[src/sv/bom_detect_line_start_indexer_top_assert.svh]
// ----------------------------------------------------------------------------
// Assertion macros for the byte-order-mark detector and row indexer
// Each macro checks one implication on the rising clock edge outside reset.
// ----------------------------------------------------------------------------
`ifndef BOM_DETECT_LINE_START_INDEXER_TOP_ASSERT_SVH
`define BOM_DETECT_LINE_START_INDEXER_TOP_ASSERT_SVH

// same-cycle implication
`define BDLI_ASSERT_IMPLIES(label, ante, cons, msg) \
   label: assert property (@(posedge clock) disable iff (reset) (ante) |-> (cons)) \
      else $error(msg);

// next-cycle implication
`define BDLI_ASSERT_NEXT(label, ante, cons, msg) \
   label: assert property (@(posedge clock) disable iff (reset) (ante) |=> (cons)) \
      else $error(msg);

`endif

[src/sv/bdli_pkg.sv]
// ----------------------------------------------------------------------------
// bdli_pkg
// Types, codes and helper functions shared by the indexer modules.
// ----------------------------------------------------------------------------
package bdli_pkg;

   localparam int HEAD_DEPTH  = 4;
   localparam int MAX_RESULTS = 5;

   localparam logic [1:0] KIND_REPORT = 2'd0;
   localparam logic [1:0] KIND_ROW    = 2'd1;
   localparam logic [1:0] KIND_END    = 2'd2;

   localparam logic [2:0] ENC_ANSI  = 3'd0;
   localparam logic [2:0] ENC_UTF8  = 3'd1;
   localparam logic [2:0] ENC_U16LE = 3'd2;
   localparam logic [2:0] ENC_U16BE = 3'd3;
   localparam logic [2:0] ENC_U32LE = 3'd4;
   localparam logic [2:0] ENC_U32BE = 3'd5;

   localparam logic [7:0] BYTE_ZERO   = 8'h00;
   localparam logic [7:0] BYTE_FE     = 8'hfe;
   localparam logic [7:0] BYTE_FF     = 8'hff;
   localparam logic [7:0] BYTE_EF     = 8'hef;
   localparam logic [7:0] BYTE_BB     = 8'hbb;
   localparam logic [7:0] BYTE_BF     = 8'hbf;
   localparam logic [7:0] BYTE_CR     = 8'h0d;
   localparam logic [7:0] BYTE_LF     = 8'h0a;
   localparam logic [7:0] BYTE_FILLER = 8'h61;

   typedef enum logic [1:0] {
      PH_DETECT,
      PH_SCAN,
      PH_REJECT
   } bdli_phase_type;

   typedef struct packed {
      logic [7:0] byte_value;
      logic       end_of_file;
   } bdli_item_type;

   typedef struct packed {
      logic [1:0]  record_kind;
      logic [31:0] byte_offset;
   } bdli_entry_type;

   typedef struct packed {
      bdli_entry_type [MAX_RESULTS-1:0] entries;
      logic [2:0]                       count;
      logic [2:0]                       encoding;
   } bdli_batch_type;

   typedef struct packed {
      logic           load;
      bdli_batch_type batch;
   } bdli_load_type;

   typedef struct packed {
      logic can_load;
   } bdli_status_type;

   typedef struct packed {
      logic       nl_run;
      logic       half;
      logic [7:0] hold;
      logic       emit;
   } bdli_scan_type;

   function automatic logic [2:0] decide_encoding(logic [7:0] h0, logic [7:0] h1,
                                                  logic [7:0] h2, logic [7:0] h3);
      logic [2:0] enc;
      priority if (h0 == BYTE_ZERO && h1 == BYTE_ZERO && h2 == BYTE_FE && h3 == BYTE_FF)
         enc = ENC_U32BE;
      else if (h0 == BYTE_FF && h1 == BYTE_FE && h2 == BYTE_ZERO && h3 == BYTE_ZERO)
         enc = ENC_U32LE;
      else if (h0 == BYTE_EF && h1 == BYTE_BB && h2 == BYTE_BF)
         enc = ENC_UTF8;
      else if (h0 == BYTE_FE && h1 == BYTE_FF)
         enc = ENC_U16BE;
      else if (h0 == BYTE_FF && h1 == BYTE_FE)
         enc = ENC_U16LE;
      else
         enc = ENC_ANSI;
      return enc;
   endfunction

   function automatic logic is_u16(logic [2:0] enc);
      return (enc == ENC_U16LE) || (enc == ENC_U16BE);
   endfunction

   function automatic logic is_u32(logic [2:0] enc);
      return (enc == ENC_U32LE) || (enc == ENC_U32BE);
   endfunction

   function automatic logic [2:0] bom_size(logic [2:0] enc);
      logic [2:0] size;
      if (enc == ENC_UTF8)
         size = 3'd3;
      else if (is_u16(enc))
         size = 3'd2;
      else
         size = 3'd0;
      return size;
   endfunction

   function automatic bdli_scan_type scan_step(bdli_scan_type s_in, logic [2:0] enc,
                                               logic [7:0] b);
      bdli_scan_type s;
      logic [15:0]   unit;
      logic          check;
      logic          nl;
      s      = s_in;
      s.emit = 1'b0;
      check  = 1'b1;
      unit   = {8'h00, b};
      if (is_u16(enc)) begin
         if (!s.half) begin
            s.hold = b;
            s.half = 1'b1;
            check  = 1'b0;
         end else begin
            s.half = 1'b0;
            unit   = (enc == ENC_U16BE) ? {s.hold, b} : {b, s.hold};
         end
      end
      nl = (unit == {8'h00, BYTE_CR}) || (unit == {8'h00, BYTE_LF});
      if (check) begin
         if (s.nl_run) begin
            if (!nl) begin
               s.emit   = 1'b1;
               s.nl_run = 1'b0;
            end
         end else if (nl) begin
            s.nl_run = 1'b1;
         end
      end
      return s;
   endfunction

   function automatic bdli_batch_type push_entry(bdli_batch_type b_in, logic [1:0] kind,
                                                 logic [31:0] offset);
      bdli_batch_type b;
      b = b_in;
      if (b.count < 3'(MAX_RESULTS)) begin
         b.entries[b.count].record_kind = kind;
         b.entries[b.count].byte_offset = offset;
         b.count = b.count + 3'd1;
      end
      return b;
   endfunction

endpackage

[src/sv/bdli_req_if.sv]
// ----------------------------------------------------------------------------
// bdli_req_if
// Input byte channel: valid/ready handshake with byte and end-of-file flag.
// ----------------------------------------------------------------------------
interface bdli_req_if;
   logic       valid;
   logic       ready;
   logic [7:0] byte_value;
   logic       end_of_file;

   modport source (output valid, output byte_value, output end_of_file, input ready);
   modport sink (input valid, input byte_value, input end_of_file, output ready);
endinterface

[src/sv/bdli_rsp_if.sv]
// ----------------------------------------------------------------------------
// bdli_rsp_if
// Result channel: valid/ready handshake with one result record per transfer.
// ----------------------------------------------------------------------------
interface bdli_rsp_if;
   logic        valid;
   logic        ready;
   logic [1:0]  record_kind;
   logic [2:0]  encoding;
   logic [31:0] byte_offset;
   logic        last_in_run;

   modport source (output valid, output record_kind, output encoding,
                   output byte_offset, output last_in_run, input ready);
   modport sink (input valid, input record_kind, input encoding,
                 input byte_offset, input last_in_run, output ready);
endinterface

[src/sv/bdli_in_stage.sv]
// ----------------------------------------------------------------------------
// bdli_in_stage
// Input register: captures one byte per transfer and holds it for the engine.
// ----------------------------------------------------------------------------
module bdli_in_stage
   import bdli_pkg::*;
(
   input  logic          clock,
   input  logic          reset,
   bdli_req_if.sink      req_chan,
   input  logic          item_take,
   output logic          item_valid,
   output bdli_item_type item
);

   logic          valid_ff;
   logic          valid_in;
   bdli_item_type item_ff;
   logic          accept;

   assign req_chan.ready = !valid_ff || item_take;
   assign accept         = req_chan.valid && req_chan.ready;

   always_comb begin
      if (accept)
         valid_in = 1'b1;
      else if (item_take)
         valid_in = 1'b0;
      else
         valid_in = valid_ff;
   end

   always_ff @(posedge clock) begin
      if (reset)
         valid_ff <= 1'b0;
      else
         valid_ff <= valid_in;
   end

   always_ff @(posedge clock) begin
      if (accept) begin
         item_ff.byte_value  <= req_chan.byte_value;
         item_ff.end_of_file <= req_chan.end_of_file;
      end
   end

   assign item_valid = valid_ff;
   assign item       = item_ff;

endmodule

[src/sv/bdli_engine.sv]
// ----------------------------------------------------------------------------
// bdli_engine
// Per-file state, encoding decision, head replay and unit scan; builds the
// batch of results that one byte causes.
// ----------------------------------------------------------------------------
module bdli_engine
   import bdli_pkg::*;
#(
   parameter int OFFSET_BITS = 32
)
(
   input  logic            clock,
   input  logic            reset,
   input  logic            item_valid,
   input  bdli_item_type   item,
   input  bdli_status_type out_status,
   output logic            item_take,
   output bdli_load_type   load_out
);

   logic [7:0]             head_ff [HEAD_DEPTH];
   logic [7:0]             head_in [HEAD_DEPTH];
   logic [2:0]             head_count_ff, head_count_in;
   bdli_phase_type         phase_ff, phase_in;
   logic [2:0]             kind_ff, kind_in;
   logic                   nl_run_ff, nl_run_in;
   logic [OFFSET_BITS-1:0] offset_ff, offset_in;
   logic [7:0]             hold_ff, hold_in;
   logic                   half_ff, half_in;

   logic [2:0]             new_count;
   logic                   decide_now;
   logic [7:0]             bytes_now [HEAD_DEPTH];
   logic [7:0]             head_view [HEAD_DEPTH];
   logic [2:0]             dec_kind;
   bdli_batch_type         batch;

   function automatic logic [31:0] to_out(logic [OFFSET_BITS-1:0] v);
      logic [63:0] w;
      w = 64'(v);
      return w[31:0];
   endfunction

   // decision inputs
   always_comb begin
      new_count  = head_count_ff + 3'd1;
      decide_now = (new_count == 3'(HEAD_DEPTH)) || item.end_of_file;
      for (int i = 0; i < HEAD_DEPTH; i++) begin
         bytes_now[i] = (head_count_ff == 3'(i)) ? item.byte_value : head_ff[i];
         head_view[i] = (3'(i) < new_count) ? bytes_now[i] : BYTE_FILLER;
      end
      dec_kind = decide_encoding(head_view[0], head_view[1], head_view[2], head_view[3]);
   end

   // next phase
   always_comb begin
      phase_in = phase_ff;
      unique case (phase_ff)
         PH_DETECT: begin
            if (decide_now)
               phase_in = is_u32(dec_kind) ? PH_REJECT : PH_SCAN;
         end
         PH_SCAN:   phase_in = PH_SCAN;
         PH_REJECT: phase_in = PH_REJECT;
         default:   phase_in = PH_DETECT;
      endcase
      if (item.end_of_file)
         phase_in = PH_DETECT;
   end

   // data path and result batch
   always_comb begin
      bdli_scan_type s;
      logic [2:0]    bom;
      logic [31:0]   row_at;
      head_in       = head_ff;
      head_count_in = head_count_ff;
      kind_in       = kind_ff;
      nl_run_in     = nl_run_ff;
      offset_in     = offset_ff;
      hold_in       = hold_ff;
      half_in       = half_ff;
      batch          = '0;
      batch.encoding = kind_ff;
      s.nl_run = nl_run_ff;
      s.half   = half_ff;
      s.hold   = hold_ff;
      s.emit   = 1'b0;
      bom      = bom_size(dec_kind);
      row_at   = '0;
      unique case (phase_ff)
         PH_DETECT: begin
            head_in[head_count_ff[1:0]] = item.byte_value;
            head_count_in = new_count;
            if (decide_now) begin
               kind_in        = dec_kind;
               batch.encoding = dec_kind;
               batch = push_entry(batch, KIND_REPORT, 32'd0);
               if (!is_u32(dec_kind)) begin
                  batch = push_entry(batch, KIND_ROW, {29'd0, bom});
                  s.nl_run = 1'b0;
                  s.half   = 1'b0;
                  s.hold   = hold_ff;
                  for (int i = 0; i < HEAD_DEPTH; i++) begin
                     if ((3'(i) < new_count) && (3'(i) >= bom)) begin
                        s = scan_step(s, dec_kind, bytes_now[i]);
                        row_at = 32'(i) - (is_u16(dec_kind) ? 32'd1 : 32'd0);
                        if (s.emit)
                           batch = push_entry(batch, KIND_ROW, row_at);
                     end
                  end
                  nl_run_in = s.nl_run;
                  half_in   = s.half;
                  hold_in   = s.hold;
                  offset_in = OFFSET_BITS'(new_count);
                  if (item.end_of_file)
                     batch = push_entry(batch, KIND_END, {29'd0, new_count});
               end
            end
         end
         PH_SCAN: begin
            s = scan_step(s, kind_ff, item.byte_value);
            nl_run_in = s.nl_run;
            half_in   = s.half;
            hold_in   = s.hold;
            if (s.emit)
               batch = push_entry(batch, KIND_ROW,
                                  to_out(is_u16(kind_ff) ? offset_ff - OFFSET_BITS'(1)
                                                         : offset_ff));
            offset_in = offset_ff + OFFSET_BITS'(1);
            if (item.end_of_file)
               batch = push_entry(batch, KIND_END, to_out(offset_in));
         end
         PH_REJECT: begin
            head_count_in = head_count_ff;
         end
         default: begin
            head_count_in = head_count_ff;
         end
      endcase
      if (item.end_of_file) begin
         head_count_in = '0;
         kind_in       = ENC_ANSI;
         nl_run_in     = 1'b0;
         offset_in     = '0;
         hold_in       = '0;
         half_in       = 1'b0;
      end
   end

   assign item_take      = item_valid && ((batch.count == 3'd0) || out_status.can_load);
   assign load_out.load  = item_take && (batch.count != 3'd0);
   assign load_out.batch = batch;

   always_ff @(posedge clock) begin
      if (reset) begin
         head_count_ff <= '0;
         phase_ff      <= PH_DETECT;
         kind_ff       <= ENC_ANSI;
         nl_run_ff     <= 1'b0;
         offset_ff     <= '0;
         hold_ff       <= '0;
         half_ff       <= 1'b0;
      end else if (item_take) begin
         head_count_ff <= head_count_in;
         phase_ff      <= phase_in;
         kind_ff       <= kind_in;
         nl_run_ff     <= nl_run_in;
         offset_ff     <= offset_in;
         hold_ff       <= hold_in;
         half_ff       <= half_in;
      end
   end

   always_ff @(posedge clock) begin
      if (item_take)
         head_ff <= head_in;
   end

endmodule

[src/sv/bdli_out_stage.sv]
// ----------------------------------------------------------------------------
// bdli_out_stage
// Result register: holds one batch and presents its records one per transfer.
// ----------------------------------------------------------------------------
module bdli_out_stage
   import bdli_pkg::*;
(
   input  logic            clock,
   input  logic            reset,
   input  bdli_load_type   load_in,
   output bdli_status_type out_status,
   bdli_rsp_if.source      rsp_chan
);

   logic           busy_ff, busy_in;
   logic [2:0]     idx_ff, idx_in;
   bdli_batch_type batch_ff;
   logic           last;
   logic           xfer;
   bdli_entry_type entry;

   assign entry = batch_ff.entries[idx_ff];
   assign last  = (idx_ff == (batch_ff.count - 3'd1));
   assign xfer  = busy_ff && rsp_chan.ready;

   assign rsp_chan.valid       = busy_ff;
   assign rsp_chan.record_kind = entry.record_kind;
   assign rsp_chan.encoding    = batch_ff.encoding;
   assign rsp_chan.byte_offset = entry.byte_offset;
   assign rsp_chan.last_in_run = last;

   assign out_status.can_load = !busy_ff || (xfer && last);

   always_comb begin
      busy_in = busy_ff;
      idx_in  = idx_ff;
      if (load_in.load) begin
         busy_in = 1'b1;
         idx_in  = '0;
      end else if (xfer) begin
         if (last)
            busy_in = 1'b0;
         else
            idx_in = idx_ff + 3'd1;
      end
   end

   always_ff @(posedge clock) begin
      if (reset) begin
         busy_ff <= 1'b0;
         idx_ff  <= '0;
      end else begin
         busy_ff <= busy_in;
         idx_ff  <= idx_in;
      end
   end

   always_ff @(posedge clock) begin
      if (load_in.load)
         batch_ff <= load_in.batch;
   end

endmodule

[src/sv/bom_detect_line_start_indexer_top.sv]
// ----------------------------------------------------------------------------
// bom_detect_line_start_indexer_top: byte-order-mark detector and row indexer
// Synchronous reset clears control and per-file state.
// Throughput: one byte per cycle while the result register can take a batch;
// a byte with results holds that register until its last record is taken.
// ----------------------------------------------------------------------------
`include "bom_detect_line_start_indexer_top_assert.svh"

module bom_detect_line_start_indexer_top
   import bdli_pkg::*;
#(
   parameter int OFFSET_BITS = 32
)
(
   input  logic       clock,
   input  logic       reset,
   bdli_req_if.sink   req_chan,
   bdli_rsp_if.source rsp_chan
);

   logic            item_valid;
   logic            item_take;
   bdli_item_type   item;
   bdli_load_type   eng_load;
   bdli_status_type out_status;

   bdli_in_stage u_in_stage (
      .clock      (clock),
      .reset      (reset),
      .req_chan   (req_chan),
      .item_take  (item_take),
      .item_valid (item_valid),
      .item       (item)
   );

   bdli_engine #(
      .OFFSET_BITS (OFFSET_BITS)
   ) u_engine (
      .clock      (clock),
      .reset      (reset),
      .item_valid (item_valid),
      .item       (item),
      .out_status (out_status),
      .item_take  (item_take),
      .load_out   (eng_load)
   );

   bdli_out_stage u_out_stage (
      .clock      (clock),
      .reset      (reset),
      .load_in    (eng_load),
      .out_status (out_status),
      .rsp_chan   (rsp_chan)
   );

`BDLI_ASSERT_NEXT(a_batch_gapless, rsp_chan.valid && rsp_chan.ready && !rsp_chan.last_in_run, rsp_chan.valid, "batch broken before its last record")
`BDLI_ASSERT_IMPLIES(a_load_when_free, eng_load.load, out_status.can_load, "batch loaded over a pending one")
`BDLI_ASSERT_IMPLIES(a_kind_legal, rsp_chan.valid, rsp_chan.record_kind == KIND_REPORT || rsp_chan.record_kind == KIND_ROW || rsp_chan.record_kind == KIND_END, "illegal record kind")

endmodule
[src/flat_wrapper.sv]
// flat-port wrapper written by rule: the top's interface ports become plain ports
module bom_detect_line_start_indexer_top_flat import bdli_pkg::*;
#(
   parameter int OFFSET_BITS = 32
)
  (clock, reset, req_chan_valid, req_chan_byte_value, req_chan_end_of_file, req_chan_ready, rsp_chan_valid, rsp_chan_record_kind, rsp_chan_encoding, rsp_chan_byte_offset, rsp_chan_last_in_run, rsp_chan_ready);
  bdli_req_if req_chan_i ();
  bdli_rsp_if rsp_chan_i ();
  input  logic clock;
  input  logic reset;
  input wire logic [$bits(req_chan_i.valid)-1:0] req_chan_valid;
  input wire logic [$bits(req_chan_i.byte_value)-1:0] req_chan_byte_value;
  input wire logic [$bits(req_chan_i.end_of_file)-1:0] req_chan_end_of_file;
  output wire logic [$bits(req_chan_i.ready)-1:0] req_chan_ready;
  output wire logic [$bits(rsp_chan_i.valid)-1:0] rsp_chan_valid;
  output wire logic [$bits(rsp_chan_i.record_kind)-1:0] rsp_chan_record_kind;
  output wire logic [$bits(rsp_chan_i.encoding)-1:0] rsp_chan_encoding;
  output wire logic [$bits(rsp_chan_i.byte_offset)-1:0] rsp_chan_byte_offset;
  output wire logic [$bits(rsp_chan_i.last_in_run)-1:0] rsp_chan_last_in_run;
  input wire logic [$bits(rsp_chan_i.ready)-1:0] rsp_chan_ready;
  assign req_chan_i.valid = req_chan_valid;
  assign req_chan_i.byte_value = req_chan_byte_value;
  assign req_chan_i.end_of_file = req_chan_end_of_file;
  assign req_chan_ready = req_chan_i.ready;
  assign rsp_chan_valid = rsp_chan_i.valid;
  assign rsp_chan_record_kind = rsp_chan_i.record_kind;
  assign rsp_chan_encoding = rsp_chan_i.encoding;
  assign rsp_chan_byte_offset = rsp_chan_i.byte_offset;
  assign rsp_chan_last_in_run = rsp_chan_i.last_in_run;
  assign rsp_chan_i.ready = rsp_chan_ready;
  bom_detect_line_start_indexer_top #(.OFFSET_BITS(OFFSET_BITS)) u_core (.clock(clock), .reset(reset), .req_chan(req_chan_i), .rsp_chan(rsp_chan_i));
endmodule
[config.mk]
export PLATFORM = sky130hd
export DESIGN_NAME = bom_detect_line_start_indexer_top_flat
export DESIGN_NICKNAME = d
export VERILOG_FILES = /design/src/sv/bdli_pkg.sv /design/src/sv/bdli_req_if.sv /design/src/sv/bdli_rsp_if.sv /design/src/sv/bdli_in_stage.sv /design/src/sv/bdli_engine.sv /design/src/sv/bdli_out_stage.sv /design/src/sv/bom_detect_line_start_indexer_top.sv /design/src/flat_wrapper.sv
export VERILOG_INCLUDE_DIRS = /design/src /design/src/sv
export SDC_FILE = /design/constraint.sdc
export NUM_CORES = 1
export LEC_CHECK = 0
export CORE_MARGIN = 10
export CORE_UTILIZATION = 35
export CTS_BUF_LIST = sky130_fd_sc_hd__clkbuf_4 sky130_fd_sc_hd__clkbuf_8 sky130_fd_sc_hd__clkbuf_16
export DETAILED_ROUTE_END_ITERATION = 10
export DONT_BUFFER_PORTS = 1
export SYNTH_ARGS = -nofsm -noshare
export SYNTH_HDL_FRONTEND = slang
export SYNTH_HIERARCHICAL = 1
export SYNTH_SLANG_ARGS = --single-unit
[constraint.sdc]
create_clock -name clock -period 48.9 [get_ports clock]
set_input_delay 4.89 -clock clock [delete_from_list [all_inputs] [get_ports clock]]
set_output_delay 4.89 -clock clock [all_outputs]
set_load 0.05 [all_outputs]
# Word-level counts from Yosys, hierarchy flattened
# Cells that the tools add are included.
[totals]
wordCells = 412
out_inout_bits = 40
inputBits = 13
register_bits = 272
[classes]
n_eq_ne = 38
bitwise_logic = 2
muxes = 237
magnitude_cmp = 29
add_sub_neg = 14
reduce_logical = 64
[ops]
columns = ["op", "n"]
rows = [
  ["$mux 176", 20],
  ["$bwmux 170", 12],
  ["$mux 173", 9],
  ["$demux 34 s3", 12],
  ["$mux 16", 29],
  ["$pmux 176 s2", 1],
  ["$mux 32", 10],
  ["$mux 34", 7],
  ["$eq 16x4->1 const B", 10],
  ["$mux 11", 13],
  ["$mux 8", 16],
  ["$bmux 34 s3", 1],
  ["$mux 1", 77],
  ["$mux 37", 2],
  ["$eq 8x8->1 const B", 9],
  ["$pmux 32 s2", 1],
  ["$mux 9", 5],
  ["$mux 39", 1],
  ["$add 32x1->32 const B", 1],
  ["$bwmux 32", 1],
  ["$logic_not 8->1", 4],
  ["$sub 1x32->32 const A", 1],
  ["$sub 2x32->32 const A", 1],
  ["$sub 32x1->32 const B", 1],
  ["40 further kinds", 140],
]

# Logic depth before layout (Yosys ltp)
# Gate-level depths: netlist of run 1.
[logic_depth]
depth_word = 106
mapped_depth = 32
depth_no_buf = 29

# Cells and area by module
# The synthesis of run 1 kept the hierarchy.
[modules_own_cells]
columns = ["module", "instances", "area_each_um2", "cells_per_inst", "seq_area_each_um2"]
rows = [
  ["bdli_engine", 1, 8303.0, 1129, 1961.9],
  ["bdli_out_stage", 1, 6974.2, 365, 5365.1],
  ["bdli_in_stage", 1, 325.3, 14, 290.3],
]

# Worst setup path after synthesis of run 1
# No wires, ideal clock.
[synth_path]
path_type = "register -> register"
from = "reg u_core.u_engine.head_count_ff[0]"
to = "reg u_core.u_out_stage.idx_ff[2]"
setup_time_ns = 0.135
n_path_buf = 3
setup_slack_ns = 32.475
period_less_slack_ns = 16.425
t_required_ns = 48.765
arrival_ns = 16.290
path_stages_with_launch = 33
cell_sequence = "dfxtp_1 -> clkinv_1 -> ha_1 -> nand2b_1 -> buf_4 -> mux2i_1 -> or4_1 -> or4_1 -> buf_2 -> nand3_1 -> inv_1 -> ha_1 -> or3b_2 -> inv_1 -> ha_1 -> inv_1 -> a211oi_1 -> inv_1 -> ha_1 -> inv_1 -> and4_1 -> o31ai_1 -> mux2i_1 -> mux2i_1 -> a21o_1 -> a221oi_4 -> a21o_1 -> nand2_1 -> clkbuf_1 -> a21oi_1 -> nor2_1 -> o211ai_1 -> nand4b_1"
[synth_rtl]
columns = ["item", "line_no", "rtl"]
rows = [
  ["from (decl)", "bdli_engine.sv:23", "logic [2:0] head_count_ff, head_count_in;"],
  ["from (signal assigned)", "bdli_engine.sv:165", "head_count_ff <= head_count_in;"],
  ["to (signal assigned)", "bdli_out_stage.sv:54", "idx_ff <= idx_in;"],
  ["to (decl)", "bdli_out_stage.sv:16", "logic [2:0] idx_ff, idx_in;"],
]

# Worst setup path in the final report of run 1
[layout_path]
from = "reg u_core.u_engine.head_count_ff[0]"
to = "out req_chan_ready"
[layout_between]
elab_chain_cells = 65
word_cells_on_any_way = 201
cone_classes = "add/sub: 4; order compare: 11; eq/ne: 26; mux: 131; reduce/logical: 29"
[layout_rtl]
columns = ["item", "line_no", "rtl"]
rows = [
  ["$add 3x1->3, or another cell as far along", "bdli_engine.sv:46", "new_count = head_count_ff + 3'd1;"],
  ["$lt 1x3->1 or $mux 8 (tied branches)", "bdli_engine.sv:50, bdli_engine.sv:105, bdli_engine.sv:49", ""],
  ["$mux 8", "bdli_engine.sv:50", "head_view[i] = (3'(i) < new_count) ? bytes_now[i] : BYTE_FILLER;"],
  ["$eq 8x8->1", "bdli_pkg.sv:74, bdli_pkg.sv:80", ""],
  ["$logic_and 1x1->1", "bdli_pkg.sv:74, bdli_pkg.sv:80", ""],
  ["$mux 2", "bdli_pkg.sv:80", "else if (h0 == BYTE_FF && h1 == BYTE_FE)"],
  ["$mux 2", "bdli_pkg.sv:78", "else if (h0 == BYTE_FE && h1 == BYTE_FF)"],
  ["$mux 2", "bdli_pkg.sv:76", "else if (h0 == BYTE_EF && h1 == BYTE_BB && h2 == BYTE_BF)"],
  ["[50 not listed]", "--", ""],
  ["$mux 176", "bdli_engine.sv:99", "if (!is_u32(dec_kind)) begin"],
  ["$mux 176 *", "bdli_engine.sv:95", "if (decide_now) begin"],
  ["$pmux 176 s2 *", "bdli_engine.sv:91", "unique case (phase_ff)"],
  ["$logic_not 3->1 *", "bdli_engine.sv:151", "assign item_take = item_valid && ((batch.count == 3'd0) || out_status.can_load);"],
  ["$logic_or 1x1->1 *", "bdli_engine.sv:151", ""],
  ["$logic_and 1x1->1 *", "bdli_engine.sv:151", ""],
  ["via u_core.item_take", "bom_detect_line_start_indexer_top.sv:22", "logic item_take;"],
  ["$logic_or 1x1->1 *", "bdli_in_stage.sv:21", "assign req_chan.ready = !valid_ff || item_take;"],
  ["to (decl)", "flat_wrapper.sv:14", "output wire logic [$bits(req_chan_i.ready)-1:0] req_chan_ready;"],
]
# The timed path passes the listed nets; every way through them passes the cells marked *. The select of a mux whose other input is x is not followed.

==> results_dict.tcl, run 1 <==
set metrics [dict create \
    vias_per_cell 5.32 \
    setup_viol 0 \
    max_cap_viol_count 0 \
    netlist_instances 1508 \
    io_buffers 0 \
    p_leak_nw 5.62 \
    cts_inserted_buffers 30 \
    ys_seq_area_share_pct 48.8 \
    wirelength_um 39800 \
    grt_pass1_vias 10800 \
    finalMaxSlewViolations 0 \
    critPathMostFrequentCell "inv_1" \
    synth_cell_types 91 \
    synth-edff-count 217 \
    drive_gt1_share_pct 10.1 \
    cts_setup_buffers 0 \
    critPathKind "reg -> out" \
    ios 53 \
    clk_latency_ns 0.60 \
    grt_pass1_wl_um 62900 \
    cts_buffer_depth 3 \
    holdBufCountCts 0 \
    max_stage_delay_ns 0.62 \
    fin_cells 2076 \
    synth_top_area_cell "edfxtp_1" \
    coreArea_um2 44100 \
    grt_usage_pct 14.7 \
    slowest_stage "a211oi_1" \
    netlist_area_um2 15600 \
    grt_max_degree 81 \
    initial_core_util_pct 35.4 \
    worst_pin_slew_ns 1.30 \
    fillers 4350 \
    place.gp.congestion 0.920 \
    ys_ff_latch 272 \
    finalHoldViolCount 0 \
    cts_htree_levels 1 \
    rows 77 \
    crit_family "simple AND/OR/NAND/NOR gates" \
    slew_headroom_pct 12.4 \
    fin_nets 1492 \
    ys_warn_count 6 \
    place_area_um2 15700 \
    cts.repair.resized 0 \
    antenna_cells 0 \
    num_vias 11000 \
    finalCriticalPeriod_ns 14.73 \
    setup.worst_path.end_class "output pin" \
    die_x_um 231 \
    cp.arrival_ns 9.84 \
    die_h_um 231 \
    cts_tree "done" \
    synth_area_per_cell_um2 10.3 \
    route.detailed.drc 0 \
    cts.sinks 272 \
    start_kind "flip-flop" \
    hold_path.class "reg -> reg" \
    skew_ns 0.0381 \
    required_ns 44.01 \
    cellPowerDensity_nw_per_um2 33.8 \
    min_period_over_period_pct 30.1 \
    fmaxAchievable_mhz 67.9 \
    grt_remaining_overflow 0 \
    async_reset_ff_share_pct 0 \
    wire_per_inst_um 19.2 \
    syn2layout_area_growth_pct 8.10 \
    rsz0062_at_grt "false" \
    synthFlopType "edfxtp_1" \
    hpwl_um 27300 \
    fin_setup_tns_ns 0 \
    antenna_found_initial 0 \
    status "completed" \
    clk_pin_slew_ns 0.06 \
    drtAntennaViolNets 0 \
    vdd_drop_max_uv 31.8 \
    clock-root-buffer "clkbuf_16" \
    placed_cells 2020 \
    hold_ws_ns 0.497 \
    synth_top_area_share_pct 41.8 \
    drt-initial-drc-count 927 \
    dieArea_um2 53400 \
    dr.pass1.iters 5 \
    fin_area_um2 16900 \
    synth.area.top_cells "edfxtp_1, dfxtp_1, mux4_2" \
    path_max_fanout 14 \
    timing.critical_path.buf_inv 7 \
]
metrics by stage:
stage                     utilization, %  total power, mW  worst slack [ns]
final                               38.2            0.570             34.17
after global routing                38.2            0.592             33.60
after CTS                           38.2            0.577             34.28
after detailed placement            35.6            0.315             34.92
after global placement              35.6            0.315             35.19
after floorplan                        -            0.312             32.48
synthesized netlist by cell type (35+ instances only):
library cell / instances
nor3_1: 45
nand2_1: 140
o21ai_1: 36
nand3_1: 38
a21oi_1: 62
buf_4: 94
clkinv_1: 35
edfxtp_1: 217
dfxtp_1: 55
inv_1: 44
clkbuf_1: 60
nor2_1: 144
o21ai_0: 41
path summary, 6_finish.rpt:
kind,startpoint,endpoint,slack (ns),cells after the start
worst min-delay path,u_core/u_engine/nl_run_ff,u_core/u_engine/nl_run_ff,0.50,2
worst max register to register,u_core/u_engine/head_count_ff[0],u_core/u_out_stage/idx_ff[2],37.91,29
worst min register to register,u_core/u_engine/nl_run_ff,u_core/u_engine/nl_run_ff,0.50,2
worst max-delay path,u_core/u_engine/head_count_ff[0],req_chan_ready,34.17,26
final cells by class:
cell class	instances	area, um2	area share (%)
clock inverter	19	334	1.98
sequential	272	7620	45.2
inverter	79	297	1.76
tap	592	741	4.39
multi-input combinational	1061	6920	41.0
timing repair buffer	16	120	0.712
clock buffer	37	835	4.95
layout by cell type, fill, tap and decap left out, drive strengths merged, types with 27 or more instances in the layout:
cell type | Yosys | final
o21ai | 78 | 78
dfxtp | 55 | 55
inv | 44 | 44
or3 | 27 | 27
conb | 2 | 88
nand2 | 140 | 140
a21oi | 63 | 63
mux2i | 29 | 29
clkinv | 35 | 42
edfxtp | 217 | 217
nand3 | 38 | 38
mux4 | 34 | 34
clkbuf | 60 | 37
xnor2 | 34 | 34
nor3 | 45 | 45
nor2 | 145 | 145
kinds of logic after synthesis:
logic type	Yosys count	share of synthesized area (%)
flops	272	48.8
mux	75	7.71
compound gates	285	12.3
xor+xnor	56	3.36
other cells	2	0.0481
fa+ha+maj	19	1.52
simple gates	538	17.1
buf+inv	261	9.08
sequential cells by signal, summed over array words and instances (netlist names):
signal / cells
u_core/u_out_stage/rsp_chan.encoding: 3
u_core/u_engine/nl_run_ff: 1
u_core/u_engine/phase_ff: 2
u_core/u_engine/head_count_ff: 3
u_core/u_engine/head_ff: 32
u_core/u_in_stage/item_valid: 1
u_core/u_out_stage/rsp_chan.valid: 1
u_core/u_engine/half_ff: 1
u_core/u_out_stage/batch_ff: 173
u_core/u_out_stage/idx_ff: 3
u_core/u_engine/offset_ff: 32
u_core/u_engine/kind_ff: 3
u_core/u_engine/hold_ff: 8
u_core/u_in_stage/item: 9
tightest hold or removal path, cell delays in order, from the launching register on:
cell and delay [ns]:
dfxtp_1 0.32, nand2b_1 0.07, mux2i_1 0.06
power by group:
group / internal, mW / total [mW] / switching [mW] / leakage [nW]
Sequential: 0.260 / 0.266 / 0.00593 / 2.49
Clock: 0.164 / 0.260 / 0.0962 / 0.564
Combinational: 0.0112 / 0.0439 / 0.0327 / 2.56
layer usage:
metal,global-route usage (%),up-vias,part of all wire (%)
met5,0,-,0
met4,4.07,0,2.4
met3,2.68,59,6.1
met2,22.6,345,44
met1,20.8,5398,47
li1,-,5247,-
Note: power is estimated with default switching activity, not from simulation.
==> inputs of run 2 (changes only) <==
==> constraint.sdc (replaced) <==
create_clock -name clock -period 12.9 [get_ports clock]
set_input_delay 1.29 -clock clock [delete_from_list [all_inputs] [get_ports clock]]
set_output_delay 1.29 -clock clock [all_outputs]
set_load 0.05 [all_outputs]
==> run 2 against run 1 <==
Against the previous run: critical path depth rose by 1; clock-buffer cell count down 3; cell count rose by 0.24%; via count about the same; final area decreased by 0.41%; worst hold slack gained 0.00076 ns; sequential cell count unchanged; core utilization fell by 0.16 points; non-clock buffer count increased by 5; largest power group unchanged; register-to-register slack got worse by 35 ns; routed wire length fell by 0.63%.
==> results_dict.tcl, run 2 (synthesis results as in run 1) <==
set metrics [dict create \
    cts.sinks 272 \
    syn2layout_area_growth_pct 7.66 \
    grt_remaining_overflow 0 \
    cts_tree "done" \
    coreArea_um2 44100 \
    clk_latency_ns 0.60 \
    hold_path.class "reg -> reg" \
    layout_commonest_cell "edfxtp_1" \
    cp.arrival_ns 9.81 \
    critPathCapture "req_chan_ready" \
    antenna_cells 0 \
    placed_cells 2025 \
    clk_pin_slew_ns 0.06 \
    route.detailed.drc 0 \
    worstReg2RegEnd "u_core/u_out_stage/idx_ff[2]" \
    worst_slack_ns 1.80 \
    antenna_found_initial 0 \
    die_x_um 231 \
    initial_core_util_pct 35.4 \
    path_max_fanout 14 \
    r2r_setup_slack_ns 2.43 \
    rows 77 \
    most-common-layout-cells "edfxtp_1, nor2_1, nand2_1, conb_1, a21oi_1" \
    pre_cts_slack_ns 2.53 \
    rsz0062_at_grt "false" \
    grt_pass1_vias 11000 \
    finalMaxSlewViolations 0 \
    min_period_over_period_pct 86.1 \
    cts_buffer_depth 3 \
    largest_reg_flops 173 \
    hpwl_um 27100 \
    crit_family "simple AND/OR/NAND/NOR gates" \
    drtAntennaViolNets 0 \
    fin_cells 2081 \
    top_regs "u_core/u_out_stage/batch_ff (173), u_core/u_engine/head_ff (32), u_core/u_engine/offset_ff (32)" \
    slew_headroom_pct 17.9 \
    num_vias 11000 \
    clock-root-buffer "clkbuf_16" \
    grt_usage_pct 14.6 \
    vdd_drop_max_uv 102 \
    holdBufCountCts 0 \
    r2r-start "u_core/u_engine/head_count_ff[0]" \
    wire_per_inst_um 19.0 \
    io_buffers 0 \
    drive_gt1_share_pct 9.94 \
    fin_nets 1497 \
    dr.pass1.iters 5 \
    fmaxAchievable_mhz 90.1 \
    place.gp.congestion 0.920 \
    critPathKind "reg -> out" \
    r2r_cells 30 \
    status "completed" \
    finalCriticalPeriod_ns 11.10 \
    top_register "u_core/u_out_stage/batch_ff" \
    cts.repair.resized 0 \
    required_ns 11.61 \
    max_stage_delay_ns 0.60 \
    slowest_stage "a211oi_1" \
    wirelength_um 39600 \
    finalHoldViolCount 0 \
    setup_viol 0 \
    cts_inserted_buffers 30 \
    setup.worst_path.end_class "output pin" \
    vias_per_cell 5.31 \
    skew_ns 0.0320 \
    crit_start "u_core/u_engine/head_count_ff[0]" \
    critPathMostFrequentCell "inv_1" \
    cts_setup_buffers 0 \
    max_cap_viol_count 0 \
    timing.critical_path.buf_inv 7 \
    start_kind "flip-flop" \
    dieArea_um2 53400 \
    fin_setup_tns_ns 0 \
    cellPowerDensity_nw_per_um2 123 \
    cp.depth 27 \
    drt-initial-drc-count 974 \
    grt_max_degree 77 \
    grt_pass1_wl_um 63100 \
    worst_pin_slew_ns 1.23 \
    ios 53 \
    hold_ws_ns 0.498 \
    die_h_um 231 \
    cts_htree_levels 1 \
    p_leak_nw 5.58 \
]
run 2: worst min-delay path, stage by stage, from the launching register on:
cell and delay, ns:
dfxtp_1 0.34, nand2_1 0.06, a21oi_1 0.05
run 2: per-layer routing:
metal,up-vias,part of all wire (%),track usage (%)
li1,5252,-,-
met1,5401,47,20.4
met2,339,45,22.8
met3,53,5.6,2.55
met4,0,2.0,4.05
met5,-,0,0
run 2: worst min path at each step:
stage | startpoint | to | slack (ns) | cells after the start
6_report | u_core/u_engine/offset_ff[31] | u_core/u_engine/offset_ff[31] | 0.50 | 2
5_1_grt | u_core/u_engine/nl_run_ff | u_core/u_engine/nl_run_ff | 0.53 | 2
4_1_cts | u_core/u_engine/nl_run_ff | u_core/u_engine/nl_run_ff | 0.50 | 2
3_5_place_dp | u_core/u_engine/offset_ff[31] | u_core/u_engine/offset_ff[31] | 0.48 | 2
3_3_place_gp | u_core/u_engine/nl_run_ff | u_core/u_engine/nl_run_ff | 0.47 | 2
2_1_floorplan | u_core/u_engine/nl_run_ff | u_core/u_engine/nl_run_ff | 0.46 | 2
run 2: layout make-up:
type	instances	area, um2
multi-input cells	1061	6920
fillers	4361	27300
well taps	592	741
clock buffers	34	781
flip-flops and latches	272	7620
clock inverters	22	269
repair buffers	21	170
inverters	79	297
run 2: where the power goes:
group          switching, mW  total, mW  internal (mW)
combinational          0.127      0.171         0.0440
clock                  0.360      0.897          0.537
sequential            0.0195       1.01          0.986
run 2: metrics by stage:
| step | total power, mW | utilization, % | instance area (um2) |
|---|---|---|---|
| global route | 2.15 | 38.1 | 16800 |
| finish | 2.07 | 38.1 | 16800 |
| global placement | 1.19 | 35.7 | 15700 |
| floorplan | 1.18 | - | 15900 |
| detailed placement | 1.20 | 35.7 | 15700 |
| CTS | 2.10 | 38.1 | 16800 |
==> inputs of run 3 (changes only) <==
--- a/config.mk
+++ b/config.mk
@@ -6,11 +6,11 @@
 export SDC_FILE = /design/constraint.sdc
 export NUM_CORES = 1
 export LEC_CHECK = 0
+export BUFFER_PORTS_ARGS = -buffer_cell sky130_fd_sc_hd__buf_4
 export CORE_MARGIN = 10
 export CORE_UTILIZATION = 35
 export CTS_BUF_LIST = sky130_fd_sc_hd__clkbuf_4 sky130_fd_sc_hd__clkbuf_8 sky130_fd_sc_hd__clkbuf_16
 export DETAILED_ROUTE_END_ITERATION = 10
-export DONT_BUFFER_PORTS = 1
 export SYNTH_ARGS = -nofsm -noshare
 export SYNTH_HDL_FRONTEND = slang
 export SYNTH_HIERARCHICAL = 1
==> run 3 against run 2 <==
Against the previous run: via count increased by 2.2%; highest routed layer unchanged; non-clock buffer count increased by 46; sequential share of layout area decreased by 1.0 points.
==> results_dict.tcl, run 3 (synthesis results as in run 1) <==
set metrics [dict create \
    route.detailed.drc 0 \
    critPathKind "reg -> out" \
    cts.sinks 272 \
    max_cap_viol_count 0 \
    finalHoldViolCount 0 \
    num_vias 11300 \
    grt_remaining_overflow 0 \
    dr.pass1.iters 5 \
    fillers 4388 \
    hpwl_um 27100 \
    hold_depth 2 \
    fin_util_pct 38.9 \
    grt_max_degree 124 \
    skew_ns 0.0272 \
    initial_core_util_pct 35.4 \
    rows 77 \
    place.gp.congestion 0.960 \
    slowest_stage "a211oi_1" \
    power_frac_comb_pct 8.9 \
    path_max_fanout 14 \
    grt_usage_pct 14.7 \
    cts_setup_buffers 0 \
    r2r-start "u_core/u_engine/head_count_ff[0]" \
    p_leak_nw 5.84 \
    most-common-layout-cells "edfxtp_1, nor2_1, nand2_1, conb_1, buf_4" \
    die_x_um 231 \
    r2r_setup_slack_ns 2.88 \
    fmaxAchievable_mhz 89.7 \
    status "completed" \
    fin_setup_tns_ns 0 \
    die_h_um 231 \
    place_area_um2 16100 \
    pre_cts_slack_ns 2.55 \
    required_ns 11.61 \
    cts_inserted_buffers 30 \
    dieArea_um2 53400 \
    min_period_over_period_pct 86.4 \
    p_int_mw 1.59 \
    worstReg2RegEnd "u_core/u_out_stage/idx_ff[2]" \
    rsz0062_at_grt "false" \
    power.switching_mw 0.520 \
    fin_cells 2127 \
    crit_family "simple AND/OR/NAND/NOR gates" \
    seq_power_share_pct 47.6 \
    finalCriticalPeriod_ns 11.15 \
    hold_path.class "reg -> reg" \
    vdd_drop_max_uv 102 \
    largest_reg_flops 173 \
    cts.repair.resized 0 \
    finalMaxSlewViolations 0 \
    holdBufCountCts 0 \
    cp.arrival_ns 9.86 \
    syn2layout_area_growth_pct 10.1 \
    fin_nets 1543 \
    switching_share_pct 24.6 \
    setup_viol 0 \
    clk_latency_ns 0.59 \
    r2r_cells 30 \
    wire_per_inst_um 18.9 \
    vias_per_cell 5.31 \
    grt_pass1_wl_um 63100 \
    ios 53 \
    drt-initial-drc-count 881 \
    fin_area_um2 17200 \
    cts_tree "done" \
    clock-root-buffer "clkbuf_16" \
    cellPowerDensity_nw_per_um2 123 \
    antenna_cells 0 \
    drtAntennaViolNets 0 \
    critPathMostFrequentCell "inv_1" \
    hold_end "u_core/u_engine/offset_ff[31]" \
    coreArea_um2 44100 \
    drive_gt1_share_pct 13.0 \
    worst_pin_slew_ns 1.16 \
    cts_htree_levels 1 \
    setup.worst_path.end_class "output pin" \
    power_mw 2.11 \
    start_kind "flip-flop" \
    cts_buffer_depth 3 \
    top_register "u_core/u_out_stage/batch_ff" \
    grt_pass1_vias 10800 \
    placed_cells 2071 \
    p_clk_share_pct 43.5 \
    hp-start "u_core/u_engine/offset_ff[31]" \
    io_buffers 52 \
    timing.critical_path.buf_inv 8 \
    antenna_found_initial 0 \
    worst_slack_ns 1.75 \
    layout_commonest_cell "edfxtp_1" \
    clk_pin_slew_ns 0.07 \
    max_stage_delay_ns 0.62 \
    hold_ws_ns 0.499 \
    wirelength_um 40100 \
    slew_headroom_pct 22.2 \
    top_regs "u_core/u_out_stage/batch_ff (173), u_core/u_engine/head_ff (32), u_core/u_engine/offset_ff (32)" \
]
-- run 3: cell count changes in the layout (fill, tap and decap cells not counted), sizes merged --
cell      previous run  this run
buf                 21        67
bufinv               5         4
clkbuf              34        38
clkinv              47        44
clkinvlp             4         2
inv                 45        47
-- run 3: worst max-delay path by stage --
stage                                           from                           end  slack, ns  cells past startpoint
finish              u_core/u_engine/head_count_ff[0]                req_chan_ready       1.75                     28
global route        u_core/u_engine/head_count_ff[0]                req_chan_ready       1.13                     28
global placement    u_core/u_engine/head_count_ff[0]                req_chan_ready       2.86                     28
floorplan           u_core/u_engine/head_count_ff[0]  u_core/u_out_stage/idx_ff[2]       0.75                     32
detailed placement  u_core/u_engine/head_count_ff[0]                req_chan_ready       2.55                     28
CTS                 u_core/u_engine/head_count_ff[0]                req_chan_ready       1.87                     28
-- run 3: final cells by class --
class	count	area (um2)	share of cell area, %
clock inverter	18	229	1.33
tap	592	741	4.31
clock buffer	38	853	4.97
sequential	272	7620	44.4
inverter	79	297	1.73
timing repair buffer	67	515	3.00
multi-input combinational	1061	6920	40.3
-- run 3: power by group through the flow --
| stage | Clock, mW | Combinational [mW] | Sequential (mW) |
|---|---|---|---|
| finish | 0.920 | 0.189 | 1.01 |
| detailed placement | 0 | 0.189 | 1.02 |
| global placement | 0 | 0.188 | 1.02 |
| floorplan | 0 | 0.156 | 1.02 |
| CTS | 0.948 | 0.189 | 1.01 |
| global route | 0.983 | 0.204 | 1.01 |
-- run 3: per-layer routing --
metal,up-vias,track usage (%),routed length [um]
li1,5358,-,-
met1,5532,20.8,19000
met2,351,22.9,17900
met3,50,2.08,2300
met4,0,4.13,903
met5,-,0,0
-- run 3: worst reg2reg max path, delay by kind of cell, from the launching register on --
family	cells	cell delay, ns
compound gates	7	2.48
fa+ha+maj	4	1.19
buf+inv	7	1.53
flops	1	0.55
mux	3	0.59
simple gates	9	3.55
